--- src/rtl/hjs_pkg.sv ---
// ----------------------------------------------------------------------------
// hjs_pkg: shared types and constants of the Jacobi heat stencil sweep unit
// Field widths, register indexes, reset values and the Q15.16 rounding helper.
// ----------------------------------------------------------------------------
package hjs_pkg;

  localparam int DATA_W   = 32;
  localparam int GRID_W   = 11;
  localparam int ALPHA_W  = 16;
  localparam int ROWCOL_W = 10;
  localparam int FRAC_W   = 16;
  localparam int SUM_W    = DATA_W + 2;
  localparam int PROD_W   = SUM_W + ALPHA_W + 1;
  localparam int Q_W      = PROD_W - FRAC_W;
  localparam int SLOTS    = 3;
  localparam int CNT_W    = 2;

  localparam logic [GRID_W-1:0]  GRID_RESET  = 11'd64;
  localparam logic [ALPHA_W-1:0] ALPHA_RESET = 16'd16384;
  localparam logic [DATA_W-1:0]  HOT_RESET   = 32'd6553600;
  localparam logic [DATA_W-1:0]  COLD_RESET  = 32'd0;
  localparam logic [PROD_W-1:0]  ROUND_HALF  = PROD_W'(32768);
  localparam logic [DATA_W-1:0]  SAT_MAX     = 32'h7FFF_FFFF;
  localparam logic [DATA_W-1:0]  SAT_MIN     = 32'h8000_0000;

  typedef enum logic [1:0] {
    REG_GRID_SIZE  = 2'd0,
    REG_ALPHA_GAIN = 2'd1,
    REG_HOT_TEMP   = 2'd2,
    REG_COLD_TEMP  = 2'd3
  } cfg_reg_e;

  // Where the value of one result comes from.
  typedef enum logic [1:0] {
    SRC_INTERIOR = 2'd0,
    SRC_BOTTOM   = 2'd1,
    SRC_HELD     = 2'd2
  } src_e;

  typedef struct packed {
    logic [GRID_W-1:0]  grid_size;
    logic [ALPHA_W-1:0] alpha;
    logic [DATA_W-1:0]  hot;
    logic [DATA_W-1:0]  cold;
  } cfg_t;

  typedef struct packed {
    src_e                src;
    logic [ROWCOL_W-1:0] row;
    logic [ROWCOL_W-1:0] col;
    logic                done;
  } slot_t;

  typedef struct packed {
    slot_t [SLOTS-1:0] slot;
    logic [CNT_W-1:0]  count;
    logic              upd_held;
  } desc_t;

  typedef struct packed {
    desc_t             desc;
    logic [SUM_W-1:0]  sum_int;
    logic [SUM_W-1:0]  sum_bot;
  } front_item_t;

  // Add one half LSB, floor to Q15.16 and saturate to the signed 32-bit range.
  function automatic logic [DATA_W-1:0] round_sat(input logic [PROD_W-1:0] prod);
    logic [PROD_W-1:0] biased;
    logic [Q_W-1:0]    q;
    logic              fits;
    biased = prod + ROUND_HALF;
    q      = biased[PROD_W-1:FRAC_W];
    fits   = (&q[Q_W-1:DATA_W-1]) | (~|q[Q_W-1:DATA_W-1]);
    if (fits) begin
      return q[DATA_W-1:0];
    end
    return q[Q_W-1] ? SAT_MIN : SAT_MAX;
  endfunction

endpackage

--- src/rtl/hjs_stencil_back.sv ---
// ----------------------------------------------------------------------------
// hjs_stencil_back: weight, rounding and result delivery
// Multiplies the neighbor sums by the gain, rounds and saturates them, and
// hands the planned results out of a result register, one per unstalled cycle.
// ----------------------------------------------------------------------------
module hjs_stencil_back (
  input  logic                         clk_i,
  input  logic                         rst_ni,
  input  logic [hjs_pkg::ALPHA_W-1:0]  alpha_i,
  input  logic                         item_valid_i,
  input  hjs_pkg::front_item_t         item_i,
  output logic                         item_ready_o,
  output logic                         out_valid_o,
  input  logic                         out_stall_i,
  output logic [hjs_pkg::DATA_W-1:0]   new_temperature_o,
  output logic [hjs_pkg::ROWCOL_W-1:0] out_row_o,
  output logic [hjs_pkg::ROWCOL_W-1:0] out_column_o,
  output logic                         last_of_run_o,
  output logic                         sweep_done_o
);

  logic                        s2_v_q, s2_v_d, s2_ready, s2_adv, s1_adv;
  hjs_pkg::desc_t              s2_desc_q;
  logic [hjs_pkg::PROD_W-1:0]  prod_int_q, prod_bot_q;
  logic signed [hjs_pkg::PROD_W-1:0] prod_int, prod_bot;

  logic                        s3_v_q, s3_v_d, s3_free, out_fire, slot_last;
  hjs_pkg::desc_t              s3_desc_q;
  logic [hjs_pkg::DATA_W-1:0]  val_q [hjs_pkg::SLOTS];
  logic [hjs_pkg::DATA_W-1:0]  val_d [hjs_pkg::SLOTS];
  logic [hjs_pkg::CNT_W-1:0]   idx_q, idx_d;
  logic [hjs_pkg::DATA_W-1:0]  held_q, iv, bv;

  assign out_fire  = s3_v_q && !out_stall_i;
  assign slot_last = (idx_q == s3_desc_q.count - hjs_pkg::CNT_W'(1));
  assign s3_free   = !s3_v_q || (out_fire && slot_last);
  assign s2_adv    = s2_v_q && s3_free;
  assign s2_ready  = !s2_v_q || s2_adv;
  assign s1_adv    = item_valid_i && s2_ready;
  assign item_ready_o = s2_ready;

  assign prod_int = $signed(item_i.sum_int) * $signed({1'b0, alpha_i});
  assign prod_bot = $signed(item_i.sum_bot) * $signed({1'b0, alpha_i});

  always_comb begin
    s2_v_d = s2_v_q;
    if (s1_adv) begin
      s2_v_d = 1'b1;
    end else if (s2_adv) begin
      s2_v_d = 1'b0;
    end
  end

  always_ff @(posedge clk_i) begin
    if (s1_adv) begin
      s2_desc_q  <= item_i.desc;
      prod_int_q <= prod_int;
      prod_bot_q <= prod_bot;
    end
  end

  assign iv = hjs_pkg::round_sat(prod_int_q);
  assign bv = hjs_pkg::round_sat(prod_bot_q);

  always_comb begin
    for (int i = 0; i < hjs_pkg::SLOTS; i++) begin
      case (s2_desc_q.slot[i].src)
        hjs_pkg::SRC_INTERIOR: val_d[i] = iv;
        hjs_pkg::SRC_BOTTOM:   val_d[i] = bv;
        hjs_pkg::SRC_HELD:     val_d[i] = held_q;
        default:               val_d[i] = iv;
      endcase
    end
  end

  always_comb begin
    s3_v_d = s3_v_q;
    idx_d  = idx_q;
    if (s3_free) begin
      s3_v_d = s2_adv && (s2_desc_q.count != '0);
      idx_d  = '0;
    end else if (out_fire) begin
      idx_d = idx_q + hjs_pkg::CNT_W'(1);
    end
  end

  always_ff @(posedge clk_i or negedge rst_ni) begin
    if (!rst_ni) begin
      s2_v_q <= 1'b0;
      s3_v_q <= 1'b0;
      idx_q  <= '0;
      held_q <= '0;
    end else begin
      s2_v_q <= s2_v_d;
      s3_v_q <= s3_v_d;
      idx_q  <= idx_d;
      // The bottom value of this item is emitted with the next one.
      if (s2_adv && s2_desc_q.upd_held) begin
        held_q <= bv;
      end
    end
  end

  always_ff @(posedge clk_i) begin
    if (s2_adv) begin
      s3_desc_q <= s2_desc_q;
      val_q     <= val_d;
    end
  end

  assign out_valid_o       = s3_v_q;
  assign new_temperature_o = val_q[idx_q];
  assign out_row_o         = s3_desc_q.slot[idx_q].row;
  assign out_column_o      = s3_desc_q.slot[idx_q].col;
  assign sweep_done_o      = s3_desc_q.slot[idx_q].done;
  assign last_of_run_o     = slot_last;

endmodule

--- config.mk ---
export PLATFORM = sky130hd
export DESIGN_NAME = hjs_stencil_back
export DESIGN_NICKNAME = d
export VERILOG_FILES = /design/src/rtl/hjs_pkg.sv /design/src/rtl/hjs_stencil_back.sv
export SDC_FILE = /design/constraint.sdc
export NUM_CORES = 2
export LEC_CHECK = 0
export ABC_AREA = 0
export BUFFER_PORTS_ARGS = -buffer_cell sky130_fd_sc_hd__clkbuf_2
export CORE_MARGIN = 1
export CORE_UTILIZATION = 59
export DETAILED_ROUTE_END_ITERATION = 12
export GPL_ROUTABILITY_DRIVEN = 0
export PLACE_DENSITY = 0.77
export SLEW_MARGIN = 0
export SYNTH_ARGS = -nofsm -noshare
export SYNTH_HDL_FRONTEND = slang
export SYNTH_SLANG_ARGS = --single-unit
--- constraint.sdc ---
create_clock -name clk_i -period 5.5 [get_ports clk_i]
set_input_delay 0.275 -clock clk_i [delete_from_list [all_inputs] [get_ports clk_i]]
set_output_delay 0.275 -clock clk_i [all_outputs]
set_load 0.03 [all_outputs]
* Yosys cells after proc, flatten, opt, wreduce, memory -nomap -nowiden *
Index checks and enable logic that the tools add are counted.
W data, S select, Z words.

word-level totals
  flip-flop bits (word level) = 377
  bits in latches = 0
  RAM bits = 0
  ROM bits = 0
  bits of input ports = 160
  output and inout port bits = 56
  memories = 0

operators by class
  add/subtract/negate cells = 4
  multipliers = 2
  divide/modulo/power cells = 0
  order comparisons = 2
  equal/unequal tests = 7
  shifts and indexed selects = 0
  muxes and demuxes = 20
  bitwise logic cells = 3
  reduce and logical (&&, ||, !) cells = 20

operators with widths
  operator                  number
  $mux W32                  8
  $pmux W32 S2              3
  $add A51 B16 Y51 const B  2
  $mul A34 B17 Y51          2
  $bmux W32 S2              1
  $bmux W23 S2              1
  $mux W21                  1
  $reduce_and A4 Y1         2
  $reduce_or A4 Y1          2
  $eq A2 B1 Y1 const B      3
  $eq A2 B2 Y1 const B      3
  $logic_and A1 B1 Y1       6
  $reduce_bool A2 Y1        3
  $logic_not A1 Y1          5
  $mux W1                   4
  $mux W2                   2
  $ge A3 B3 Y1 const B      1
  $lt A2 B3 Y1 const B      1
  $not A2 Y3                1
  $add A2 B1 Y2 const B     1
  $eq A2 B2 Y1              1
  $logic_or A1 B1 Y1        2
  $or A1 B1 Y1              2
  $sub A2 B1 Y2 const B     1

* Longest topological paths before layout *
  depth after elaboration = 8
  depth in mapped cells = 27
  depth with buffers taken out = 24

* Worst setup path before layout *
No wires, ideal clock.

  path type = input port to flip-flop
  from = in alpha_i[9] in the netlist's numbering
  to = reg prod_int_q[50] in the netlist's numbering (data pin)
  arrival time = 6.605 ns
  slack = -1.373 ns
  stages = 24
  cells stage by stage = clkbuf_1 > clkbuf_1 > clkbuf_1 > nand2_1 > fa_1 > inv_1 > fa_1 > fa_1 > fa_1 > fa_1 > inv_1 > fa_1 > inv_1 > ha_1 > a21o_1 > a2111oi_0 > a2bb2oi_1 > a211oi_1 > o31ai_1 > a2111oi_0 > nor2_1 > and3b_1 > a2111oi_1 > xnor2_1

on the way
  word-level cells in the longest chain between the ends = 1

ends and longest elaborated chain
  element                 line                    text
  from (decl)             hjs_stencil_back.sv:9   input logic [hjs_pkg::ALPHA_W-1:0] alpha_i,
  $mul A34 B17 Y51        hjs_stencil_back.sv:42  assign prod_int = $signed(item_i.sum_int) * $signed({1'b0, alpha_i});
  net prod_int (one bit)  hjs_stencil_back.sv:25  logic signed [hjs_pkg::PROD_W-1:0] prod_int, prod_bot;
  to (signal assigned)    hjs_stencil_back.sv:57  prod_int_q <= prod_int;
  to (decl)               hjs_stencil_back.sv:24  logic [hjs_pkg::PROD_W-1:0] prod_int_q, prod_bot_q;

The timed path passes the listed nets, and every way through them passes these cells.
A chain may end at the register's enable or synchronous reset.

* Worst setup path after layout *
  from = in alpha_i[5] in the netlist's numbering
  to = reg prod_int_q[50] in the netlist's numbering (data pin)

The elaborated chain is that of the path after synthesis.

==> flow_summary.yaml <==
status:
  outcome: "complete, but fails checks"
  violations: "negative setup slack"
timing:
  post-route-period-util_pct: 111
  finalCriticalPeriod_ns: 6.08
  rsz0062_at_grt: "yes"
  slew_viol_final: 0
  worst_slack_ns: -0.584
  hold_viol_final: 0
  fin_tns_setup_ns: -17.89
  worst_slew_pin_slew_ns: 1.27
  finalSetupViolCount: 54
  clock_skew_ns: 0.0175
  whs_ns: 0.0995
  fmax_mhz: 164
  slew_headroom_pct: 14.8
worst_hold_path:
  min_from: "out_stall_i"
  worst_hold_path_type: "in -> reg"
final_layout:
  seq_area_um2: 10100
  area_delta_synth_final_pct: 19.3
  n_fill_cell: 6000
  fin_area_um2: 62000
  multi_input_area_um2: 37800
  drive_gt1_share_pct: 18.4
  final_nets: 7481
  final_util_pct: 71.3
placed_design:
  io_buffers: 215
  dp_hpwl_um: 111000
  place_area_um2: 59000
drt:
  routedWlPerCell_um: 19.5
  dr.pass1.iters: 8
  drc: 0
  vias_per_cell: 5.51
  antenna_left: 0
  wirelength_um: 141000
  drtIter0Drc: 3072
  dr_total_vias: 39822
synth:
  synth_commonest_cells: "inv_1, fa_1, nand2_1, and2_1, edfxtp_1"
  synth-async-reset-ratio_pct: 10.6
  ys.flop_type: "edfxtp_1"
  netlist_top_cells_area: "fa_1, edfxtp_1, inv_1"
  synth.avg_cell_area_um2: 9.68
  synth_top_area_share_pct: 39.7
  syn_nets: 6809
  synth.distinct_cells: 74
  synth_area_leader_cell: "fa_1"
  synth_cells: 5373
  yosysMostFrequentCell: "inv_1"
  ys_seq_area_share_pct: 19.3
  netlist_area_um2: 52000
  synth_edf_count: 305
  ys_warn_count: 0
  ys_ff_latch: 341
cts:
  cts_root_buf: "clkbuf_16"
  cts_tree: "built"
  cts.sinks: 341
  cts.path.max_buffers: 3
  cts_htree_levels: 2
  cts_inserted_buffers: 34
  clk-insertion-delay-late_ns: 0.54
  worst_setup_hold_path_clk_slew_ns: 0.07
global_routing:
  grtUsageTotal_pct: 32.2
  grt_overflow: 0
  grt_pass1_vias: 42897
  grt_max_degree: 162
  grt_antenna_before_repair: 8
  grt_pass1_wl_um: 226000
floorplanning:
  fp-row-count: 108
  fp.dieW_um: 299
  io_pins: 216
  initial_core_util_pct: 59.8
  core_area_um2: 87000
  dieArea_um2: 89300
  die_h_um: 299
critical_path:
  crit_start: "alpha_i[5]"
  arrival_ns: 6.36
  slowest_delay_ns: 0.57
  cp_data_required_time_ns: 5.78
  critPathLaunchType: "input port"
  reg2reg_from: "prod_int_q[28]"
  path_max_fanout: 5
  end_kind: "flop"
  cpMostUsedCell: "fa_1"
  worstSetupPathType: "in -> reg"
  slowest_stage: "fa_1"
flow_run:
  cap_viol_max_count: 0
[state kept, by name (all words and copies together) (netlist names)]
register	cells
idx_q	2
s2_v_q	1
held_q	32
out_valid_o	1
prod_bot_q	36
s2_desc_q	72
val_q	96
prod_int_q	36
s3_desc_q	65
[through the flow]
stage	setup slack (ns)	cells
6_report	-0.584	7228
5_1_grt	-0.720	7228
4_1_cts	-0.473	7208
2_1_floorplan	-0.677	5373
3_3_place_gp	-0.985	7054
3_5_place_dp	-1.10	7054
[layout by cell type, fill, tap and decap left out, types with 17 or more instances in the layout]
cell type,count
a21o_1,123
ha_1,219
nand2b_1,34
buf_6,22
fa_2,31
xor2_1,63
a21oi_2,22
mux2i_1,55
edfxtp_1,305
nand2_1,849
inv_1,1143
dlygate4sd3_1,74
nor2_1,130
inv_2,19
a22oi_1,85
nand4_1,24
o21ai_1,19
buf_4,550
ha_4,23
clkbuf_16,36
fa_1,999
and2_1,384
a21oi_1,63
buf_12,43
dfrtp_1,35
xnor2_1,66
nand3_1,33
and3_1,22
clkbuf_2,213
o21ai_0,116
o21a_1,17
[what timing repair did]
item,4_1_cts,5_1_grt
setup endpoints to repair,49,62
gates cloned,2,1
hold endpoints to repair,109,0
hold buffers,74,0
resized for setup,92,81
setup buffers,25,23
pin swaps,35,59
[worst max-delay path: cells and delay by family]
kind	cells	cell delay, ns
AOI/OAI and AO/OA	7	1.70
xor gates and xnor gates	1	0.10
adders and majority gates	7	3.14
buffers and inverters	7	0.59
and+or+nand+nor	3	0.56
[logic make-up (layout without fill, tap and decap cells)]
family | after synthesis | after routing | share of synthesized area [%]
buffers and inverters | 1432 | 2130 | 10.4
adders and majority gates | 1276 | 1276 | 45.6
DFF | 341 | 341 | 19.3
muxes | 62 | 62 | 1.21
and+or+nand+nor | 1568 | 1568 | 14.1
AOI/OAI and AO/OA | 546 | 546 | 6.83
other | 0 | 2 | 0
xor gates and xnor gates | 148 | 148 | 2.51
[final timing paths]
| kind | endpoint | slack [ns] | cells after the start |
|---|---|---|---|
| setup / recovery | prod_int_q[50] | -0.58 | 25 |
| hold / removal | idx_q[1] | 0.1 | 3 |
| setup reg to reg | val_q[44] | 1.12 | 10 |
| hold reg to reg | s3_desc_q[6] | 0.41 | 0 |
| max in group asynchronous | idx_q[1] | 4.67 | 3 |
| min in group asynchronous | held_q[5] | 0.37 | 3 |
[layout make-up]
| type | count | share of cell area (%) |
|---|---|---|
| Timing Repair Buffer | 906 | 11.5 |
| Tap cell | 1155 | 2.33 |
| Clock inverter | 26 | 0.534 |
| Antenna cell | 2 | 0.00807 |
| Inverter | 1162 | 7.03 |
| Clock buffer | 36 | 1.40 |
| Multi-Input combinational cell | 3600 | 61.0 |
| Sequential cell | 341 | 16.2 |
[layer usage]
| layer | share of wire [%] | global-route usage, % | up-vias | routed length (um) |
|---|---|---|---|---|
| met3 | 9.9 | 6.17 | 330 | 13900 |
| met2 | 47 | 53.5 | 1866 | 66800 |
| met1 | 39 | 42.7 | 19984 | 55100 |
| met5 | 0.057 | 0 | - | 80 |
| met4 | 3.8 | 10.5 | 12 | 5300 |
| li1 | - | - | 17630 | - |
Power is left out: the tool's default activity adds up to more than one toggle a clock period on the data nets, which glitch-free logic cannot reach.
