--- src/rtl/hjs_pkg.sv ---
// ----------------------------------------------------------------------------
// hjs_pkg: shared types and constants of the Jacobi heat stencil sweep unit
// Field widths, register indexes, reset values and the Q15.16 rounding helper.
// ----------------------------------------------------------------------------
package hjs_pkg;

  localparam int DATA_W   = 32;
  localparam int GRID_W   = 11;
  localparam int ALPHA_W  = 16;
  localparam int ROWCOL_W = 10;
  localparam int FRAC_W   = 16;
  localparam int SUM_W    = DATA_W + 2;
  localparam int PROD_W   = SUM_W + ALPHA_W + 1;
  localparam int Q_W      = PROD_W - FRAC_W;
  localparam int SLOTS    = 3;
  localparam int CNT_W    = 2;

  localparam logic [GRID_W-1:0]  GRID_RESET  = 11'd64;
  localparam logic [ALPHA_W-1:0] ALPHA_RESET = 16'd16384;
  localparam logic [DATA_W-1:0]  HOT_RESET   = 32'd6553600;
  localparam logic [DATA_W-1:0]  COLD_RESET  = 32'd0;
  localparam logic [PROD_W-1:0]  ROUND_HALF  = PROD_W'(32768);
  localparam logic [DATA_W-1:0]  SAT_MAX     = 32'h7FFF_FFFF;
  localparam logic [DATA_W-1:0]  SAT_MIN     = 32'h8000_0000;

  typedef enum logic [1:0] {
    REG_GRID_SIZE  = 2'd0,
    REG_ALPHA_GAIN = 2'd1,
    REG_HOT_TEMP   = 2'd2,
    REG_COLD_TEMP  = 2'd3
  } cfg_reg_e;

  // Where the value of one result comes from.
  typedef enum logic [1:0] {
    SRC_INTERIOR = 2'd0,
    SRC_BOTTOM   = 2'd1,
    SRC_HELD     = 2'd2
  } src_e;

  typedef struct packed {
    logic [GRID_W-1:0]  grid_size;
    logic [ALPHA_W-1:0] alpha;
    logic [DATA_W-1:0]  hot;
    logic [DATA_W-1:0]  cold;
  } cfg_t;

  typedef struct packed {
    src_e                src;
    logic [ROWCOL_W-1:0] row;
    logic [ROWCOL_W-1:0] col;
    logic                done;
  } slot_t;

  typedef struct packed {
    slot_t [SLOTS-1:0] slot;
    logic [CNT_W-1:0]  count;
    logic              upd_held;
  } desc_t;

  typedef struct packed {
    desc_t             desc;
    logic [SUM_W-1:0]  sum_int;
    logic [SUM_W-1:0]  sum_bot;
  } front_item_t;

  // Add one half LSB, floor to Q15.16 and saturate to the signed 32-bit range.
  function automatic logic [DATA_W-1:0] round_sat(input logic [PROD_W-1:0] prod);
    logic [PROD_W-1:0] biased;
    logic [Q_W-1:0]    q;
    logic              fits;
    biased = prod + ROUND_HALF;
    q      = biased[PROD_W-1:FRAC_W];
    fits   = (&q[Q_W-1:DATA_W-1]) | (~|q[Q_W-1:DATA_W-1]);
    if (fits) begin
      return q[DATA_W-1:0];
    end
    return q[Q_W-1] ? SAT_MIN : SAT_MAX;
  endfunction

endpackage

--- src/rtl/hjs_cfg_regs.sv ---
// ----------------------------------------------------------------------------
// hjs_cfg_regs: configuration register file
// Decodes writes on the configuration channel and flags a grid size write.
// ----------------------------------------------------------------------------
module hjs_cfg_regs (
  input  logic                       clk_i,
  input  logic                       rst_ni,
  input  logic                       cfg_valid_i,
  output logic                       cfg_ready_o,
  input  logic [1:0]                 cfg_index_i,
  input  logic [hjs_pkg::DATA_W-1:0] cfg_data_i,
  output hjs_pkg::cfg_t              cfg_o,
  output logic                       grid_wr_o
);

  logic [hjs_pkg::GRID_W-1:0]  grid_q, grid_d;
  logic [hjs_pkg::ALPHA_W-1:0] alpha_q, alpha_d;
  logic [hjs_pkg::DATA_W-1:0]  hot_q, hot_d;
  logic [hjs_pkg::DATA_W-1:0]  cold_q, cold_d;
  logic                        grid_wr;

  assign cfg_ready_o = 1'b1;

  always_comb begin
    grid_d  = grid_q;
    alpha_d = alpha_q;
    hot_d   = hot_q;
    cold_d  = cold_q;
    grid_wr = 1'b0;
    if (cfg_valid_i) begin
      unique case (hjs_pkg::cfg_reg_e'(cfg_index_i))
        hjs_pkg::REG_GRID_SIZE: begin
          grid_d  = cfg_data_i[hjs_pkg::GRID_W-1:0];
          grid_wr = 1'b1;
        end
        hjs_pkg::REG_ALPHA_GAIN: alpha_d = cfg_data_i[hjs_pkg::ALPHA_W-1:0];
        hjs_pkg::REG_HOT_TEMP:   hot_d   = cfg_data_i;
        hjs_pkg::REG_COLD_TEMP:  cold_d  = cfg_data_i;
        default: ;
      endcase
    end
  end

  always_ff @(posedge clk_i or negedge rst_ni) begin
    if (!rst_ni) begin
      grid_q  <= hjs_pkg::GRID_RESET;
      alpha_q <= hjs_pkg::ALPHA_RESET;
      hot_q   <= hjs_pkg::HOT_RESET;
      cold_q  <= hjs_pkg::COLD_RESET;
    end else begin
      grid_q  <= grid_d;
      alpha_q <= alpha_d;
      hot_q   <= hot_d;
      cold_q  <= cold_d;
    end
  end

  assign cfg_o.grid_size = grid_q;
  assign cfg_o.alpha     = alpha_q;
  assign cfg_o.hot       = hot_q;
  assign cfg_o.cold      = cold_q;
  assign grid_wr_o       = grid_wr;

endmodule

--- config.mk ---
export PLATFORM = sky130hd
export DESIGN_NAME = hjs_cfg_regs
export DESIGN_NICKNAME = d
export VERILOG_FILES = /design/src/rtl/hjs_pkg.sv /design/src/rtl/hjs_cfg_regs.sv
export SDC_FILE = /design/constraint.sdc
export NUM_CORES = 1
export LEC_CHECK = 0
export BUFFER_PORTS_ARGS = -buffer_cell sky130_fd_sc_hd__buf_2
export CORE_MARGIN = 5
export CORE_UTILIZATION = 45
export CTS_CLUSTER_DIAMETER = 60
export DETAILED_ROUTE_END_ITERATION = 6
export PLACE_DENSITY = 0.77
export SLEW_MARGIN = 20
export SYNTH_ARGS = -nofsm -noshare
export SYNTH_HDL_FRONTEND = slang
export SYNTH_SLANG_ARGS = --single-unit
--- constraint.sdc ---
create_clock -name clk_i -period 0.98 [get_ports clk_i]
set_clock_uncertainty 0.05 [all_clocks]
set_input_delay 0.147 -clock clk_i [delete_from_list [all_inputs] [get_ports clk_i]]
set_output_delay 0.147 -clock clk_i [all_outputs]
set_load 0.01 [all_outputs]
## Word-level counts from Yosys, hierarchy flattened

Index checks and enable logic that the tools add are counted.

- Bits in registers: 91
- Bits of input ports: 37
- Output and inout port bits: 93
- Word-level logic and storage cells: 14

- Eq/ne operators: 3
- Muxes and demuxes: 2
- Reduce and logical (&&, ||, !) cells: 5

Operator list:

| operator | count |
|---|---|
| AND reduction 2 bit | 4 |
| equality test 2 bit (second input constant) | 2 |
| equality test 2 x 1 -> 1 bit (second input constant) | 1 |
| logical NOT 2 bit | 1 |
| two-way mux 1 bit | 2 |

## Longest topological paths before layout

Gate-level depths: netlist (run 1).

- Word-level depth: 3
- Gate-level depth with buffers: 3
- Mapped depth without buffers: 2

## Worst setup path after synthesis (run 1)

No wires, ideal clock.

- Kind: input to register
- From: input port cfg_index_i[0]
- To: register grid_q[0] (netlist name)
- Setup time: 125 ps
- Arrival time: 922 ps
- Data required time: 805 ps
- Slack: -117 ps
- Stages on the path: 3
- Buffers on the path: 1
- Cell sequence: nor3b_2 buf_4 mux2_2

- Word-level cells in the longest chain between the ends: 2

RTL lines:

| what | RTL line | text |
|---|---|---|
| start, declared | hjs_cfg_regs.sv:10 | `input logic [1:0] cfg_index_i,` |
| logical NOT 2 bit | hjs_cfg_regs.sv:31 | `unique case (hjs_pkg::cfg_reg_e'(cfg_index_i))` |
| AND reduction 2 bit (no source line) | -- |  |
| end signal, assigned | hjs_cfg_regs.sv:46 | `grid_q <= hjs_pkg::GRID_RESET;` |
| end signal, assigned | hjs_cfg_regs.sv:51 | `grid_q <= grid_d;` |
| end, declared | hjs_cfg_regs.sv:16 | `logic [hjs_pkg::GRID_W-1:0] grid_q, grid_d;` |

Every way passes these cells.
A chain may end at the register's enable or synchronous reset.

## Worst setup path in the final report (run 1)

- From: register hot_q[22] (netlist name)
- To: output port cfg_o[54] (netlist name)

RTL lines:

| what | RTL line | text |
|---|---|---|
| start, declared | hjs_cfg_regs.sv:18 | `logic [hjs_pkg::DATA_W-1:0] hot_q, hot_d;` |
| start signal, assigned | hjs_cfg_regs.sv:48 | `hot_q <= hjs_pkg::HOT_RESET;` |
| start signal, assigned | hjs_cfg_regs.sv:53 | `hot_q <= hot_d;` |
| end, declared | hjs_cfg_regs.sv:12 | `output hjs_pkg::cfg_t cfg_o,` |

No word-level cell between the ends.

==> results of run 1 <==
[cell usage after synthesis]
master / n / area (µm²)
buf_2: 7 / 35.0
buf_4: 2 / 15.0
conb_1: 1 / 3.75
dfrtp_1: 86 / 2150
dfstp_2: 5 / 131
mux2_2: 91 / 1020
nand3_1: 1 / 5.00
nand3b_1: 1 / 7.51
nand3b_2: 1 / 11.3
nor3b_2: 1 / 12.5
[worst max path at each step]
stage,from,end,depth (start not counted)
after floorplan,cfg_index_i[1],grid_q[0]$_DFFE_PN0P_,3
after global placement,cfg_index_i[0],hot_q[12]$_DFFE_PN0P_,4
after detailed placement,cfg_index_i[0],hot_q[7]$_DFFE_PN0P_,4
after CTS,hot_q[22]$_DFFE_PN1P_,cfg_o[54],1
after global routing,hot_q[22]$_DFFE_PN1P_,cfg_o[54],1
final,hot_q[22]$_DFFE_PN1P_,cfg_o[54],1
[layout make-up]
type	count	area [µm²]	area share, %
Clock buffer	10	138	2.72
Clock inverter	6	63.8	1.26
Multi-Input combinational cell	96	1130	22.3
Sequential cell	91	2280	45.1
Tap cell	99	124	2.45
Timing Repair Buffer	181	1330	26.2
[through the flow]
step | instance area (µm²) | worst slack (ps) | setup TNS, ps | utilization, % | cells
final | 5060 | -210 | -7810 | 69.4 | 483
after global routing | 5060 | -254 | -12410 | 69.4 | 483
after CTS | 4900 | -230 | -9810 | 67.2 | 474
after detailed placement | 4330 | -278 | -18690 | 59.4 | 424
after global placement | 4330 | -239 | -16790 | 59.4 | 424
after floorplan | 3480 | -61.2 | -1460 | - | 196
[worst register-to-register path, delay by kind of cell (launching register included)]
family   cells  cell delay (ps)
buf+inv      2              240
flops        1              400
mux          1              240
[repair_timing]
action | 4_1_cts | 5_1_grt
hold buffers | 19 | 0
setup buffers | 15 | 9
resized for setup | 13 | 20
pin swaps | 1 | 1
hold endpoints to repair | 121 | 0
endpoints found under the setup margin | 92 | 92
[flip-flops by register name (all words and copies together), names as in the netlist]
signal,flops
grid_q,11
cold_q,32
alpha_q,16
hot_q,32
[cell families after synthesis]
| logic type | count (synthesis) | synth area share [%] |
|---|---|---|
| other | 1 | 0.110 |
| AND/OR/NAND/NOR | 4 | 1.07 |
| buffers and inverters | 9 | 1.47 |
| flip-flops | 91 | 67.2 |
| multiplexers | 91 | 30.2 |
[metal layers]
| layer | track usage (%) | wire [µm] |
|---|---|---|
| met5 | 0 | 0 |
| met4 | 7.45 | 166 |
| met3 | 4.89 | 421 |
| met2 | 29.4 | 4130 |
| met1 | 20.6 | 3250 |
[power by group]
| group | total [W] | internal, W | leakage [nW] | switching, W |
|---|---|---|---|---|
| Clock | 0.00251 | 0.00125 | 0.0987 | 0.00126 |
| Combinational | 0.00276 | 0.00164 | 1.30 | 0.00112 |
| Sequential | 0.00488 | 0.00449 | 1.07 | 0.000389 |
==> run_results.csv, run 1 <==
group,metric,value,unit
global_route,grt_max_degree,33,
floorplan,dieArea,0.00939,mm²
layout,num-fill-cells,546,
routing,drt.antenna.violating_nets,0,
sta,post-route-min-period,1190,ps
layout,diodes,0,
floorplan,dieHeight,96.9,µm
yosys,synthDistinctLibCells,10,
clock_network,cts_sinks,91,
yosys,syn_nets,233,
global_route,grt_pass1_vias,2552,
global_route,grt_overflow,0,
floorplan,core_area,0.00729,mm²
yosys,ys_seq_area_share,67.2,%
worst_hold_path,hp-class,"primary input to flip-flop",
layout,synthToLayoutAreaGrowth,49.0,%
routing,drt_iter0_drc,30,
sta,setup_ws,-210,ps
critical_path,path_cells,"buf_6",
power,p_leak,2.47,nW
yosys,synth-seq-cells,91,
floorplan,floorplan.rows,31,
global_route,grt_pass1_wl,13.0,mm
layout,final_common_cell,"buf_2",
yosys,yosysWarnings,0,
worst_hold_path,holdPathEnd,"cold_q[14]$_DFFE_PN0P_",
sta,hold_viol_final,0,
sta,slew_viol_final,0,
floorplan,chipWidth,96.9,µm
layout,final_layout_size_suffix_gt1_share,72.1,%
routing,num_vias,2308,
place,dp.final_hpwl,5.40,mm
critical_path,slowest_delay,560,ps
critical_path,path_buf_inv,1,
worst_hold_path,min-delay-start,"cfg_data_i[14]",
floorplan,start_util,46.6,%
power,p_total,0.0101,W
sta,timing.hold.ws,22.8,ps
sta,period_share,121,%
worst_hold_path,hold_depth,2,
power,powerDensity,2000,mW/mm²
routing,wirelength,7.97,mm
clock_network,cts_tree,"built",
critical_path,critPathRequiredTime,780,ps
critical_path,worstSetupPathType,"flip-flop to output pin",
sta,rsz0062_at_grt,"true",
global_route,grt_antenna_before_repair,0,
critical_path,reg2reg_from,"hot_q[13]$_DFFE_PN0P_",
clock_network,cts_max_path_buffers,2,
clock_network,htreeDepth,3,
clock_network,clkTransAtPathRegs,80,ps
run,max_cap_violations,0,
global_route,grt_use_total,17.3,%
critical_path,r2r-end,"hot_q[13]$_DFFE_PN0P_",
critical_path,cpMaxStageDelayCell,"dfstp_2",
critical_path,worst_r2r_path_depth,3,
critical_path,cp-start-kind,"flip-flop",
clock_network,cts_buffers,9,
run_status,status,"complete, but fails checks",
routing,drc_errors,0,
routing,avgViaCountPerCell,4.78,
place,gp_congestion,0.751,
yosys,syn_area,0.00340,mm²
critical_path,critical_path.top_delay_family,"flip-flops",
critical_path,critPathMaxFanout,2,
routing,first_pass_iters,4,
yosys,avgSynthCellArea,17.3,µm²
clock_network,cts-root-buf,"clkbuf_8",
critical_path,worstSetupEndpointType,"output pin",
run_status,violations,"negative setup slack",
critical_path,reg2reg_slack,-60,ps
sta,setup_viol,95,
layout,final_cell_mix,"105 x buf_2, 86 x dfrtp_1, 79 x mux2_2",
layout,nets,416,
critical_path,arrival,990,ps
yosys,netlist_instances,196,
power,peakVddDrop,1090,µV
place,io_buffers,128,
sta,clock.fmax,840,MHz
floorplan,ios,130,
clock_network,clock_latency,330,ps
routing,routedWlPerCell,16.5,µm
No activity file was read; power rests on OpenSTA's default activity.
==> run 2: changes to the inputs <==
CORE_ASPECT_RATIO = 1.5   (was default)
SKIP_LAST_GASP = 1   (was default)
==> run_results.csv, run 2 (synthesized netlist as in run 1, its figures left out) <==
group,metric,value,unit
critical_path,r2r-end,"cold_q[7]$_DFFE_PN0P_",
sta,slew_viol_final,0,
run_status,violations,"negative setup slack",
sta,rsz0062_at_grt,"true",
power,powerDensity,1970,mW/mm²
critical_path,worstSetupPathType,"flip-flop to output pin",
layout,diodes,0,
critical_path,critical_path.top_delay_family,"flip-flops",
routing,wirelength,8.81,mm
critical_path,slowest_delay,540,ps
routing,avgViaCountPerCell,4.80,
worst_hold_path,hold_depth,2,
sta,hold_viol_final,0,
critical_path,path_buf_inv,1,
global_route,grt_use_total,19.2,%
place,gp_congestion,0.767,
critical_path,critPathRequiredTime,780,ps
clock_network,cts_buffers,9,
sta,setup_tns,-10040,ps
layout,final_cell_mix,"95 x buf_2, 86 x dfrtp_1, 83 x mux2_2",
critical_path,critPathMaxFanout,2,
routing,drt.antenna.violating_nets,0,
routing,drt_iter0_drc,61,
routing,routedWlPerCell,17.5,µm
global_route,grt_antenna_before_repair,0,
layout,synthToLayoutAreaGrowth,54.5,%
critical_path,reg2reg_slack,-90,ps
worst_hold_path,min-delay-start,"cfg_data_i[5]",
critical_path,worstSetupEndpointType,"output pin",
floorplan,core_area,0.00732,mm²
clock_network,clkTransAtPathRegs,90,ps
floorplan,chipWidth,81.0,µm
routing,drc_errors,0,
floorplan,dieHeight,116,µm
layout,final_util,71.7,%
place,dp.final_hpwl,5.81,mm
power,peakVddDrop,1180,µV
routing,first_pass_iters,3,
power,p_leak,2.55,nW
critical_path,worst_r2r_path_depth,3,
clock_network,clock_latency,360,ps
layout,final_common_cell,"buf_2",
floorplan,start_util,46.4,%
critical_path,arrival,1000,ps
sta,period_share,122,%
sta,clock.fmax,835,MHz
global_route,grt_max_degree,33,
global_route,grt_pass1_wl,13.3,mm
layout,num-fill-cells,491,
floorplan,dieArea,0.00943,mm²
layout,largestRegisters,"cold_q x32, hot_q x32, alpha_q x16",
clock_network,cts-root-buf,"clkbuf_8",
global_route,grt_pass1_vias,2589,
sta,setup_viol,99,
sta,setup_ws,-218,ps
clock_network,cts_max_path_buffers,2,
place,io_buffers,128,
floorplan,ios,130,
clock_network,cts_tree,"built",
worst_hold_path,hp-class,"primary input to flip-flop",
global_route,grt_overflow,0,
critical_path,cp-start-kind,"flip-flop",
critical_path,reg2reg_from,"cold_q[7]$_DFFE_PN0P_",
routing,num_vias,2413,
layout,multiInputGateArea,0.00111,mm²
clock_network,cts_sinks,91,
layout,nets,435,
sta,post-route-min-period,1200,ps
run,max_cap_violations,0,
run_status,status,"complete, but fails checks",
layout,seq_area,0.00228,mm²
layout,final_layout_size_suffix_gt1_share,71.0,%
critical_path,cpMaxStageDelayCell,"dfstp_2",
place,place_ws,-258,ps
worst_hold_path,holdPathEnd,"grid_q[5]$_DFFE_PN0P_",
clock_network,htreeDepth,3,
critical_path,path_cells,"buf_6",
floorplan,floorplan.rows,38,
## run 2: cell count changes in the layout (fill, tap and decap cells not counted), moves of 4 or more
| cell | before | now |
|---|---|---|
| buf_4 | 25 | 39 |
| buf_2 | 105 | 95 |
| dlygate4sd3_1 | 19 | 27 |
| buf_6 | 25 | 32 |
| mux2_2 | 79 | 83 |
| mux2_4 | 12 | 8 |
## run 2: layer usage
layer / wire, µm / GRT usage (%) / share of wire [%]
met3: 480 / 5.25 / 5.4
met2: 4700 / 32.3 / 53
met5: 0 / 0 / 0
met1: 3310 / 21.4 / 38
met4: 327 / 12.0 / 3.7
## run 2: timing repair
| item | 4_1_cts | 5_1_grt |
|---|---|---|
| setup buffers | 20 | 13 |
| endpoints found under the hold margin | 134 | 5 |
| resized for setup | 23 | 14 |
| endpoints found under the setup margin | 92 | 92 |
| cloned | 0 | 0 |
| hold buffers | 23 | 4 |
## run 2: worst max path at each step
stage,from,end,slack (ps),cells after the start
floorplan,cfg_index_i[1],grid_q[0]$_DFFE_PN0P_,-60,3
global placement,cfg_index_i[0],hot_q[15]$_DFFE_PN0P_,-230,4
detailed placement,cfg_index_i[0],hot_q[17]$_DFFE_PN0P_,-260,4
CTS,hot_q[18]$_DFFE_PN1P_,cfg_o[50],-240,1
global route,hot_q[18]$_DFFE_PN1P_,cfg_o[50],-270,1
finish,hot_q[18]$_DFFE_PN1P_,cfg_o[50],-220,1
## run 2: stage by stage
| stage | total power (W) | std cells | area [µm²] | hold WS [ps] |
|---|---|---|---|---|
| floorplan | 0.00601 | 196 | 3480 | -199 |
| global placement | 0.00711 | 427 | 4340 | -20.9 |
| detailed placement | 0.00721 | 427 | 4340 | -18.4 |
| CTS | 0.0101 | 486 | 5030 | 0.552 |
| global route | 0.0109 | 503 | 5250 | 6.01 |
| finish | 0.0103 | 503 | 5250 | 24.3 |
## run 2: final cells by class
type,count,share of cell area (%)
sequential,91,43.5
clock buffer,11,2.50
timing repair buffer,200,29.3
clock inverter,5,1.05
multi-input combinational,96,21.2
tap,100,2.38
## run 2: report_power, final
part | internal (W) | switching [W]
Clock | 0.00117 | 0.00125
Combinational | 0.00180 | 0.00120
Sequential | 0.00449 | 0.000409
==> run 3: changes to the inputs <==
CORE_UTILIZATION = 40   (was 45)
PLACE_DENSITY = 0.7   (was 0.77)
==> run_results.csv, run 3 (synthesized netlist as in run 1, its figures left out) <==
group,metric,value,unit
place,dp.cells,433,
clock_network,cts_sinks,91,
critical_path,worstSetupEndpointType,"output pin",
run_status,status,"complete, but fails checks",
layout,final_layout_size_suffix_gt1_share,71.5,%
floorplan,core_area,0.00836,mm²
clock_network,cts_max_path_buffers,2,
critical_path,cp-start-kind,"flip-flop",
routing,drt.antenna.violating_nets,0,
global_route,grt_antenna_before_repair,0,
critical_path,slowest_delay,540,ps
sta,setup_ws,-193,ps
critical_path,path_buf_inv,1,
critical_path,path_cells,"buf_6",
run_status,violations,"negative setup slack",
clock_network,cts_buffers,9,
place,dp.final_hpwl,5.74,mm
global_route,grt_max_degree,26,
critical_path,critical_path.top_delay_family,"flip-flops",
sta,post-route-min-period,1170,ps
critical_path,worstSetupPathType,"flip-flop to output pin",
critical_path,cpMaxStageDelayCell,"dfstp_2",
floorplan,ios,130,
run,max_cap_violations,0,
floorplan,dieArea,0.0105,mm²
clock_network,clock_latency,330,ps
clock_network,cts_tree,"built",
routing,avgViaCountPerCell,4.63,
power,p_total,0.0112,W
layout,final_cell_mix,"97 x buf_2, 86 x dfrtp_1, 83 x mux2_2",
clock_network,htreeDepth,3,
worst_hold_path,hp-class,"primary input to flip-flop",
routing,wirelength,8.20,mm
routing,first_pass_iters,4,
global_route,grt_pass1_wl,12.9,mm
layout,design_area,0.00507,mm²
layout,largestRegisters,"cold_q x32, hot_q x32, alpha_q x16",
sta,rsz0062_at_grt,"true",
floorplan,floorplan.rows,41,
global_route,grt_pass1_vias,2408,
routing,drc_errors,0,
floorplan,dieHeight,123,µm
sta,period_share,120,%
global_route,grt_use_total,16.2,%
sta,slew_viol_final,0,
layout,diodes,0,
critical_path,critPathMaxFanout,2,
clock_network,clkTransAtPathRegs,60,ps
critical_path,critPathRequiredTime,780,ps
layout,nets,401,
routing,drt_iter0_drc,56,
layout,num-fill-cells,646,
layout,final_util,60.7,%
routing,routedWlPerCell,17.2,µm
clock_network,cts-root-buf,"clkbuf_16",
routing,num_vias,2206,
floorplan,start_util,40.6,%
place,dpl_cell_area,0.00433,mm²
power,p_leak,2.44,nW
sta,hold_viol_final,0,
layout,synthToLayoutAreaGrowth,49.3,%
power,peakVddDrop,1290,µV
sta,setup_tns,-6900,ps
layout,final_common_cell,"buf_2",
place,io_buffers,128,
critical_path,arrival,980,ps
floorplan,chipWidth,85.3,µm
global_route,grt_overflow,0,
layout,final_cells,476,
place,gp_congestion,0.780,
sta,setup_viol,91,
sta,clock.fmax,852,MHz
power,powerDensity,2210,mW/mm²
==> run 3: changes by cell type in the layout (fill, tap and decap cells not counted), moves of 2 or more <==
cell / before / now
clkinv_2: 2 / 0
clkbuf_16: 0 / 9
buf_4: 39 / 19
clkbuf_8: 9 / 1
dlygate4sd3_1: 27 / 13
buf_2: 95 / 97
clkinvlp_4: 2 / 0
clkbuf_1: 2 / 4
==> run 3: final timing paths <==
| path | start | end | slack, ps | cells past startpoint |
|---|---|---|---|---|
| max | hot_q[21]$_DFFE_PN1P_ | cfg_o[53] | -190 | 1 |
| min | cfg_data_i[17] | hot_q[17]$_DFFE_PN0P_ | 6 | 2 |
| max reg2reg | grid_q[4]$_DFFE_PN0P_ | grid_q[4]$_DFFE_PN0P_ | 30 | 2 |
| min reg2reg | cold_q[30]$_DFFE_PN0P_ | cold_q[30]$_DFFE_PN0P_ | 450 | 1 |
| max in group asynchronous | rst_ni | hot_q[22]$_DFFE_PN1P_ | 210 | 3 |
| min in group asynchronous | rst_ni | cold_q[5]$_DFFE_PN0P_ | 190 | 2 |
==> run 3: power by group <==
part	leakage, nW	internal (W)	switching (W)
sequential	1.07	0.00450	0.000397
combinational	1.22	0.00156	0.00111
clock	0.151	0.00231	0.00133
total	2.44	0.00838	0.00284
==> run 3: repair_timing <==
item                       4_1_cts  5_1_grt
hold endpoints to repair       103        1
setup endpoints to repair       92       97
setup buffers                   12        2
pin swaps                        1        1
hold buffers                    12        1
gates resized for setup         25       11
gates cloned                     0        0
==> run 3: final cells by class <==
type,count,area [µm²],share of cell area (%)
multi-input cells,96,1110,22.0
repair buffers,166,1230,24.2
flip-flops and latches,91,2280,45.0
clock buffers,14,254,5.01
clock inverters,2,60.1,1.18
well taps,107,134,2.64
==> run 3: routing by layer <==
| metal | track usage [%] | part of all wire (%) | wire [µm] |
|---|---|---|---|
| met1 | 18.9 | 38 | 3130 |
| met2 | 28.2 | 55 | 4520 |
| met3 | 4.30 | 5.0 | 410 |
| met4 | 6.53 | 1.6 | 135 |
| met5 | 0 | 0 | 0 |
==> run 3: per-stage QoR <==
| stage | hold slack, ps | setup slack (ps) |
|---|---|---|
| after floorplan | -199 | -61.2 |
| final | 6.15 | -193 |
| after global routing | 9.69 | -226 |
| after CTS | 0.569 | -206 |
| after global placement | -22.0 | -249 |
| after detailed placement | -15.8 | -254 |
